--- config.mk ---
export PLATFORM = sky130hd
export DESIGN_NAME = wfcd_ctrl
export DESIGN_NICKNAME = d
export VERILOG_FILES = /design/src/design/wfcd_pkg.sv /design/src/design/wfcd_ctrl.sv
export SDC_FILE = /design/constraint.sdc
export NUM_CORES = 1
export LEC_CHECK = 0
export ABC_AREA = 1
export BUFFER_PORTS_ARGS = -buffer_cell sky130_fd_sc_hd__buf_2
export CORE_MARGIN = 4
export CORE_UTILIZATION = 50
export CTS_BUF_LIST = sky130_fd_sc_hd__clkbuf_8
export DETAILED_ROUTE_END_ITERATION = 12
export PLACE_DENSITY = 0.85
export SYNTH_ARGS = -nofsm -noshare
export SYNTH_HDL_FRONTEND = slang
export SYNTH_SLANG_ARGS = --single-unit
--- constraint.sdc ---
create_clock -name aclk -period 3.8 [get_ports aclk]
set_clock_uncertainty 0.1 [all_clocks]
set_input_delay 0.19 -clock aclk [delete_from_list [all_inputs] [get_ports aclk]]
set_output_delay 0.19 -clock aclk [all_outputs]
set_load 0.02 [all_outputs]
--- src/design/wfcd_pkg.sv ---
package wfcd_pkg;

    localparam int unsigned MAX_PAYLOAD = 4096;
    localparam int unsigned HDR_LEN     = 84;
    localparam int unsigned MIN_FRAME   = 88;
    localparam int unsigned CNT_W       = 13;
    localparam int unsigned TDATA_W     = 344;

    localparam logic [31:0] FNV_START = 32'd2166136261;
    localparam logic [31:0] FNV_PRIME = 32'd16777619;

    typedef enum logic [3:0] {
        ST_OK       = 4'd0,
        ST_SHORT    = 4'd1,
        ST_PREAMBLE = 4'd2,
        ST_TOO_LONG = 4'd3,
        ST_LENGTH   = 4'd4,
        ST_HDR_HASH = 4'd5,
        ST_FRM_HASH = 4'd6,
        ST_DIGEST   = 4'd7,
        ST_FIELDS   = 4'd8
    } status_t;

    typedef struct packed {
        logic    accept;       // input item taken this cycle
        logic    comp_step;    // advance the running compression
        logic    pad_step;     // absorb one padding byte
        logic    load_status;  // load status result and clear the frame
        status_t code;
    } ctrl_cmd_t;

    typedef struct packed {
        logic    block_full;   // the byte absorbed this cycle completes a block
        logic    comp_done;    // final cycle of a compression
        logic    pad_finished;
        logic    out_free;
        status_t pre_status;
        status_t check_status;
    } dp_stat_t;

    typedef logic [31:0] word_t;

    function automatic word_t rotr(input word_t x, input int unsigned n);
        rotr = (x >> n) | (x << (32 - n));
    endfunction

    function automatic word_t big_s0(input word_t x);
        big_s0 = rotr(x, 2) ^ rotr(x, 13) ^ rotr(x, 22);
    endfunction

    function automatic word_t big_s1(input word_t x);
        big_s1 = rotr(x, 6) ^ rotr(x, 11) ^ rotr(x, 25);
    endfunction

    function automatic word_t sml_s0(input word_t x);
        sml_s0 = rotr(x, 7) ^ rotr(x, 18) ^ (x >> 3);
    endfunction

    function automatic word_t sml_s1(input word_t x);
        sml_s1 = rotr(x, 17) ^ rotr(x, 19) ^ (x >> 10);
    endfunction

    function automatic word_t sha_init(input logic [2:0] i);
        unique case (i)
            3'd0: sha_init = 32'h6a09e667;
            3'd1: sha_init = 32'hbb67ae85;
            3'd2: sha_init = 32'h3c6ef372;
            3'd3: sha_init = 32'ha54ff53a;
            3'd4: sha_init = 32'h510e527f;
            3'd5: sha_init = 32'h9b05688c;
            3'd6: sha_init = 32'h1f83d9ab;
            default: sha_init = 32'h5be0cd19;
        endcase
    endfunction

    function automatic word_t sha_k(input logic [5:0] t);
        unique case (t)
            6'd0:  sha_k = 32'h428a2f98;  6'd1:  sha_k = 32'h71374491;
            6'd2:  sha_k = 32'hb5c0fbcf;  6'd3:  sha_k = 32'he9b5dba5;
            6'd4:  sha_k = 32'h3956c25b;  6'd5:  sha_k = 32'h59f111f1;
            6'd6:  sha_k = 32'h923f82a4;  6'd7:  sha_k = 32'hab1c5ed5;
            6'd8:  sha_k = 32'hd807aa98;  6'd9:  sha_k = 32'h12835b01;
            6'd10: sha_k = 32'h243185be;  6'd11: sha_k = 32'h550c7dc3;
            6'd12: sha_k = 32'h72be5d74;  6'd13: sha_k = 32'h80deb1fe;
            6'd14: sha_k = 32'h9bdc06a7;  6'd15: sha_k = 32'hc19bf174;
            6'd16: sha_k = 32'he49b69c1;  6'd17: sha_k = 32'hefbe4786;
            6'd18: sha_k = 32'h0fc19dc6;  6'd19: sha_k = 32'h240ca1cc;
            6'd20: sha_k = 32'h2de92c6f;  6'd21: sha_k = 32'h4a7484aa;
            6'd22: sha_k = 32'h5cb0a9dc;  6'd23: sha_k = 32'h76f988da;
            6'd24: sha_k = 32'h983e5152;  6'd25: sha_k = 32'ha831c66d;
            6'd26: sha_k = 32'hb00327c8;  6'd27: sha_k = 32'hbf597fc7;
            6'd28: sha_k = 32'hc6e00bf3;  6'd29: sha_k = 32'hd5a79147;
            6'd30: sha_k = 32'h06ca6351;  6'd31: sha_k = 32'h14292967;
            6'd32: sha_k = 32'h27b70a85;  6'd33: sha_k = 32'h2e1b2138;
            6'd34: sha_k = 32'h4d2c6dfc;  6'd35: sha_k = 32'h53380d13;
            6'd36: sha_k = 32'h650a7354;  6'd37: sha_k = 32'h766a0abb;
            6'd38: sha_k = 32'h81c2c92e;  6'd39: sha_k = 32'h92722c85;
            6'd40: sha_k = 32'ha2bfe8a1;  6'd41: sha_k = 32'ha81a664b;
            6'd42: sha_k = 32'hc24b8b70;  6'd43: sha_k = 32'hc76c51a3;
            6'd44: sha_k = 32'hd192e819;  6'd45: sha_k = 32'hd6990624;
            6'd46: sha_k = 32'hf40e3585;  6'd47: sha_k = 32'h106aa070;
            6'd48: sha_k = 32'h19a4c116;  6'd49: sha_k = 32'h1e376c08;
            6'd50: sha_k = 32'h2748774c;  6'd51: sha_k = 32'h34b0bcb5;
            6'd52: sha_k = 32'h391c0cb3;  6'd53: sha_k = 32'h4ed8aa4a;
            6'd54: sha_k = 32'h5b9cca4f;  6'd55: sha_k = 32'h682e6ff3;
            6'd56: sha_k = 32'h748f82ee;  6'd57: sha_k = 32'h78a5636f;
            6'd58: sha_k = 32'h84c87814;  6'd59: sha_k = 32'h8cc70208;
            6'd60: sha_k = 32'h90befffa;  6'd61: sha_k = 32'ha4506ceb;
            6'd62: sha_k = 32'hbef9a3f7;  default: sha_k = 32'hc67178f2;
        endcase
    endfunction

endpackage

--- src/design/wfcd_ctrl.sv ---
module wfcd_ctrl (
    input  logic                 aclk,
    input  logic                 aresetn,
    input  logic                 s_tvalid,
    input  logic                 s_tlast,
    output logic                 s_tready,
    input  wfcd_pkg::dp_stat_t   stat,
    output wfcd_pkg::ctrl_cmd_t  cmd
);
    import wfcd_pkg::*;

    typedef enum logic [5:0] {
        S_RUN   = 6'b000001,
        S_COMP  = 6'b000010,
        S_FIN   = 6'b000100,
        S_PAD   = 6'b001000,
        S_CHECK = 6'b010000,
        S_EMIT  = 6'b100000
    } state_t;

    state_t  state_reg, state_next;
    logic    endp_reg, endp_next;
    logic    padm_reg, padm_next;
    status_t code_reg, code_next;
    logic    acc;

    assign s_tready = (state_reg == S_RUN) && stat.out_free;
    assign acc      = s_tready && s_tvalid;

    always_comb begin
        state_next       = state_reg;
        endp_next        = endp_reg;
        padm_next        = padm_reg;
        code_next        = code_reg;
        cmd.accept       = acc;
        cmd.comp_step    = 1'b0;
        cmd.pad_step     = 1'b0;
        cmd.load_status  = 1'b0;
        cmd.code         = code_reg;
        unique case (state_reg)
            S_RUN: begin
                if (acc) begin
                    endp_next = s_tlast;
                    if (stat.block_full) begin
                        state_next = S_COMP;
                    end else if (s_tlast) begin
                        state_next = S_FIN;
                    end
                end
            end
            S_COMP: begin
                cmd.comp_step = 1'b1;
                if (stat.comp_done) begin
                    if (padm_reg) begin
                        state_next = stat.pad_finished ? S_CHECK : S_PAD;
                    end else begin
                        state_next = endp_reg ? S_FIN : S_RUN;
                    end
                end
            end
            S_FIN: begin
                if (stat.pre_status != ST_OK) begin
                    code_next  = stat.pre_status;
                    state_next = S_EMIT;
                end else begin
                    padm_next  = 1'b1;
                    state_next = S_PAD;
                end
            end
            S_PAD: begin
                cmd.pad_step = 1'b1;
                if (stat.block_full) state_next = S_COMP;
            end
            S_CHECK: begin
                code_next  = stat.check_status;
                state_next = S_EMIT;
            end
            S_EMIT: begin
                if (stat.out_free) begin
                    cmd.load_status = 1'b1;
                    endp_next       = 1'b0;
                    padm_next       = 1'b0;
                    state_next      = S_RUN;
                end
            end
            default: state_next = S_RUN;
        endcase
    end

    always_ff @(posedge aclk) begin
        if (!aresetn) begin
            state_reg <= S_RUN;
            endp_reg  <= 1'b0;
            padm_reg  <= 1'b0;
            code_reg  <= ST_OK;
        end else begin
            state_reg <= state_next;
            endp_reg  <= endp_next;
            padm_reg  <= padm_next;
            code_reg  <= code_next;
        end
    end

    a_pad_only_when_checking: assert property (@(posedge aclk) disable iff (!aresetn)
        (state_reg == S_PAD) |-> padm_reg)
        else $error("padding outside final hash");

    a_emit_code_range: assert property (@(posedge aclk) disable iff (!aresetn)
        cmd.load_status |-> (code_reg <= ST_FIELDS))
        else $error("status code out of range");

    a_pad_follows_fin: assert property (@(posedge aclk) disable iff (!aresetn)
        $rose(padm_reg) |-> $past(state_reg == S_FIN))
        else $error("padding started without end of frame");

endmodule

==> results of run 1 <==
[logic make-up (layout without fill, tap and decap cells)]
kind of cell / after synthesis / in the layout / share of synthesized area, %
and+or+nand+nor: 76 / 76 / 49.9
buffers and inverters: 25 / 50 / 12.3
AOI/OAI and AO/OA: 13 / 13 / 9.55
DFF: 12 / 12 / 28.2
[layout make-up]
type,count,area share (%)
Sequential cell,12,23.7
Tap cell,16,1.97
Clock buffer,3,4.07
Inverter,23,8.51
Multi-Input combinational cell,89,49.9
Timing Repair Buffer,24,11.8
[path summary, 6_finish.rpt]
kind,startpoint,endpoint,depth (start not counted)
setup / recovery,state_reg[0]$_SDFFE_PN1P_,cmd[7],5
hold / removal,aresetn,state_reg[0]$_SDFFE_PN1P_,2
setup reg to reg,state_reg[1]$_SDFFE_PN0P_,state_reg[4]$_SDFFE_PN0P_,6
hold reg to reg,endp_reg$_SDFFE_PN0P_,endp_reg$_SDFFE_PN0P_,2
[routing by layer]
layer	routed length (um)	up-vias	GRT usage (%)
met5	0	-	0
met4	27	0	6.16
met3	131	4	6.42
met2	976	35	28.1
met1	879	395	22.1
li1	-	455	-
[power breakdown]
part / switching [mW] / internal [mW] / total [mW] / leakage [nW]
clock: 0.0450 / 0.0697 / 0.115 / 0.0216
sequential: 0.0264 / 0.145 / 0.171 / 0.0975
combinational: 0.192 / 0.103 / 0.294 / 0.435
total: 0.263 / 0.317 / 0.580 / 0.554
[per-stage QoR]
step	utilization [%]	setup WS [ns]	cells	area [um2]	power (mW)
CTS	65.1	2.09	167	1010	0.584
floorplan	-	2.38	126	852	0.406
global route	65.1	2.02	167	1010	0.630
global placement	62.4	2.34	164	973	0.456
finish	65.1	2.10	167	1010	0.580
detailed placement	62.4	2.36	164	973	0.463
[worst register-to-register path: cells and delay by family, from the launching register on]
| family | cells | cell delay (ns) |
|---|---|---|
| buffers and inverters | 2 | 0.24 |
| DFF | 1 | 0.42 |
| and+or+nand+nor | 4 | 0.65 |
[cells in the mapped netlist]
cell type / instances
nand3b_1: 1
buf_4: 1
nor3_1: 2
nand3_1: 13
nor2_2: 2
nor3_4: 1
nand3_2: 3
inv_2: 5
nand4_2: 1
nand3_4: 2
o211ai_1: 4
nor2_1: 16
o21ai_2: 1
a22oi_1: 1
nand4_1: 3
inv_1: 18
nand2_1: 25
nand2_2: 3
a21oi_1: 6
o21ai_0: 1
dfxtp_1: 12
nor2_4: 4
buf_6: 1
==> reports/qor.yml, run 1 <==
yosys:
  syn-instance-count: 126
  netlist.area_leader.share_pct: 28.2
  synthDistinctLibCells: 23
  yosysWarningCount: 0
  yosysSeqAreaShare_pct: 28.2
  synth_area_um2: 852
  synth_largest_area_cell: "dfxtp_1"
  synth_area_leaders: "dfxtp_1 (28%), nand2_1 (11%), inv_1 (7.9%)"
  ys_ff_latch: 12
  postSynthAreaPerCell_um2: 6.76
  synth_nets: 142
cells_and_area:
  final_cell_mix: "nand2_1 (25), buf_2 (24), inv_1 (18), nor2_1 (16), nand3_1 (13)"
  mostFrequentLayoutCell: "nand2_1"
  layout-drive-gt1-share_pct: 32.5
  register_area_um2: 240
  n_fill_cell: 138
  fin_nets: 169
  diodes: 0
  syn_to_final_growth_pct: 19.1
  largest_reg_flops: 6
  multi_input_area_um2: 507
timing:
  hold_viol: 0
  fmax_mhz: 589
  hold_ws_ns: 0.114
  setup_violations: 0
  rsz0062_at_grt: "false"
  finalSetupTns_ns: 0
  maxSlewHeadroom_pct: 81.0
  post-route-period-util_pct: 44.7
  worst_pin_slew_ns: 0.284
  fin_crit_ns: 1.70
  drv_slew: 0
drt:
  drt-total-wl_um: 2010
  drtIter0Drc: 28
  detail-route-antenna-nets: 0
  vias: 889
  first_pass_iters: 4
  drcViolationCount: 0
  routedWlPerCell_um: 12.1
  viasPerCell: 5.32
hold_path:
  hold_class: "input pin to register"
place:
  gp_congestion: 0.934
  numPortBuffers: 24
  dp_hpwl_um: 1600
clocking:
  post_cts_buffers: 0
  clk_pin_slew_ns: 0.05
  cts_made_buffers: 3
  cts_tree: "done"
  cts-root-buf: "clkbuf_8"
  h-tree-depth: 1
  cts_resized: 0
  clk_latency_ns: 0.24
  clock-sinks: 12
  cts_hold_buf: 0
  cts_buffer_depth: 2
flow_run:
  drv_cap: 0
critical_path:
  worst_ep_arrival_time_ns: 1.41
  cp_cell_sequence: "inv_2, nor2_2, nand3_2, nor3_4, buf_2"
  critPathLaunchType: "register"
  r2r_setup_slack_ns: 2.29
  required_ns: 3.51
  path_max_fanout: 5
  cp_slowest_cell: "dfxtp_1"
  critPathBufInv: 2
  cp-end-kind: "output port"
  criticalPathCategory: "register to output port"
  max_stage_delay_ns: 0.48
  crit_family: "flip-flops"
power:
  p_per_area_nw_per_um2: 572
  p_leak_nw: 0.554
  max-vdd-ir-drop_mv: 0.314
global_route:
  gr-total-overflow: 0
  grt_pass1_wl_um: 3420
  grt_pass1_vias: 826
  grt_use_total_pct: 17.8
  antenna_found_initial: 0
  grt_max_degree: 16
die:
  io_pins: 25
  fp-row-count: 14
  die_y_um: 49.3
  die_w_um: 49.3
  start_util_pct: 54.7
  core_um2: 1560
  die-area_um2: 2430
status:
  outcome: "complete, no violations"
Note: power is estimated with default switching activity, not from simulation.
==> run 2, diff against run 1 <==
Clock period 3.8 ns to 1.6 ns, I/O delays scaled along.
==> reports/qor.yml, run 2 (synthesis results as in run 1) <==
drt:
  routedWlPerCell_um: 11.3
  drt-total-wl_um: 1920
  vias: 886
  drcViolationCount: 0
  viasPerCell: 5.21
  first_pass_iters: 4
  detail-route-antenna-nets: 0
  drtIter0Drc: 31
status:
  outcome: "complete, no violations"
cells_and_area:
  fin_util_pct: 67.9
  fin_nets: 171
  layout-drive-gt1-share_pct: 35.1
  fin_area_um2: 1060
  syn_to_final_growth_pct: 24.2
  multi_input_area_um2: 517
  register_area_um2: 243
  n_fill_cell: 136
  diodes: 0
  largest_reg_flops: 6
  final_cell_mix: "nand2_1 (24), buf_2 (24), inv_1 (18), nor2_1 (16), nand3_1 (13)"
clocking:
  cts_tree: "done"
  clock-sinks: 12
  cts_buffer_depth: 2
  clk_latency_ns: 0.24
  cts-root-buf: "clkbuf_8"
  cts_made_buffers: 3
  clk_pin_slew_ns: 0.06
  h-tree-depth: 1
power:
  p_per_area_nw_per_um2: 1390
  power_mw: 1.47
  p_leak_nw: 0.571
  max-vdd-ir-drop_mv: 1.02
die:
  die_y_um: 49.3
  fp-row-count: 14
  core_um2: 1560
  io_pins: 25
  die-area_um2: 2430
  start_util_pct: 54.7
  die_w_um: 49.3
place:
  dp_hpwl_um: 1490
  numPortBuffers: 24
  gp_congestion: 0.863
  dpl_worst_slack_ns: 0.198
  place_area_um2: 973
critical_path:
  worstReg2RegEnd: "state_reg[3]$_SDFFE_PN0P_"
  cp-end-kind: "output port"
  worst_ep_arrival_time_ns: 1.35
  path_max_fanout: 8
  r2r_setup_slack_ns: 0.10
  cp_slowest_cell: "dfxtp_1"
  critPathLaunch: "state_reg[3]$_SDFFE_PN0P_"
  cp_cell_sequence: "nor2_4, nand3_1, nor2_1, buf_2"
  max_stage_delay_ns: 0.35
  critPathLaunchType: "register"
  worstSetupEndpoint: "cmd[4]"
  rr_startpoint: "state_reg[3]$_SDFFE_PN0P_"
  required_ns: 1.42
  reg2reg_depth: 9
  criticalPathCategory: "register to output port"
global_route:
  grt_pass1_vias: 804
  grt_max_degree: 16
  grt_use_total_pct: 17.5
  antenna_found_initial: 0
  gr-total-overflow: 0
  grt_pass1_wl_um: 3420
timing:
  fin_crit_ns: 1.53
  maxSlewHeadroom_pct: 82.2
  setup_violations: 0
  post-route-period-util_pct: 95.5
  worst_pin_slew_ns: 0.267
  worst_slack_ns: 0.0716
  fmax_mhz: 654
  rsz0062_at_grt: "true"
  hold_viol: 0
  drv_slew: 0
hold_path:
  hold_class: "input pin to register"
flow_run:
  drv_cap: 0
[run 2: cell types whose count changed in the layout (fill, tap and decap cells not counted)]
cell | previous run | this run
buf_4 | 0 | 1
nand3_2 | 3 | 2
dlygate4sd3_1 | 0 | 1
dfxtp_2 | 0 | 2
clkbuf_8 | 3 | 4
dfxtp_1 | 12 | 10
nand3_4 | 2 | 3
nand2_1 | 25 | 24
nand2_2 | 3 | 4
[run 2: cell type report]
class | instances | share of cell area, %
multi-input combinational | 89 | 48.8
sequential | 12 | 22.9
tap | 16 | 1.89
clock buffer | 4 | 5.20
inverter | 23 | 8.16
timing repair buffer | 26 | 13.0
[run 2: repair_timing]
item	in CTS	in global routing
endpoints found under the hold margin	1	0
setup buffers	0	1
gates resized for setup	0	4
setup endpoints to repair	0	2
hold buffers	1	0
[run 2: stage by stage]
stage,hold slack (ns),setup TNS (ns),instances
2_1_floorplan,0.0642,0,126
3_3_place_gp,0.242,0,164
3_5_place_dp,0.244,0,164
4_1_cts,0.00784,0,169
5_1_grt,0.0270,-0.0376,170
6_report,0.00184,0,170
[run 2: worst max-delay path: cells and delay by family, from the launching register on]
family / cells / cell delay [ns]
buffers and inverters: 1 / 0.18
and+or+nand+nor: 3 / 0.57
DFF: 1 / 0.35
[run 2: routing by layer]
layer	global-route usage, %	up-vias	wire length (um)
met4	2.84	0	12
met2	28.1	24	934
met5	0	-	0
met3	3.67	4	75
met1	24.1	398	897
li1	-	460	-
[run 2: worst min path at each step]
stage,depth (start not counted),start,to
6_report,3,s_tlast,endp_reg$_SDFFE_PN0P_
5_1_grt,3,s_tlast,endp_reg$_SDFFE_PN0P_
4_1_cts,3,s_tlast,endp_reg$_SDFFE_PN0P_
3_5_place_dp,2,aresetn,state_reg[0]$_SDFFE_PN1P_
3_3_place_gp,2,aresetn,state_reg[0]$_SDFFE_PN1P_
2_1_floorplan,1,aresetn,state_reg[0]$_SDFFE_PN1P_
[run 2: power breakdown]
group / leakage (nW) / internal [mW] / switching, mW
Sequential: 0.0978 / 0.347 / 0.0609
Clock: 0.0288 / 0.218 / 0.118
Combinational: 0.444 / 0.276 / 0.455
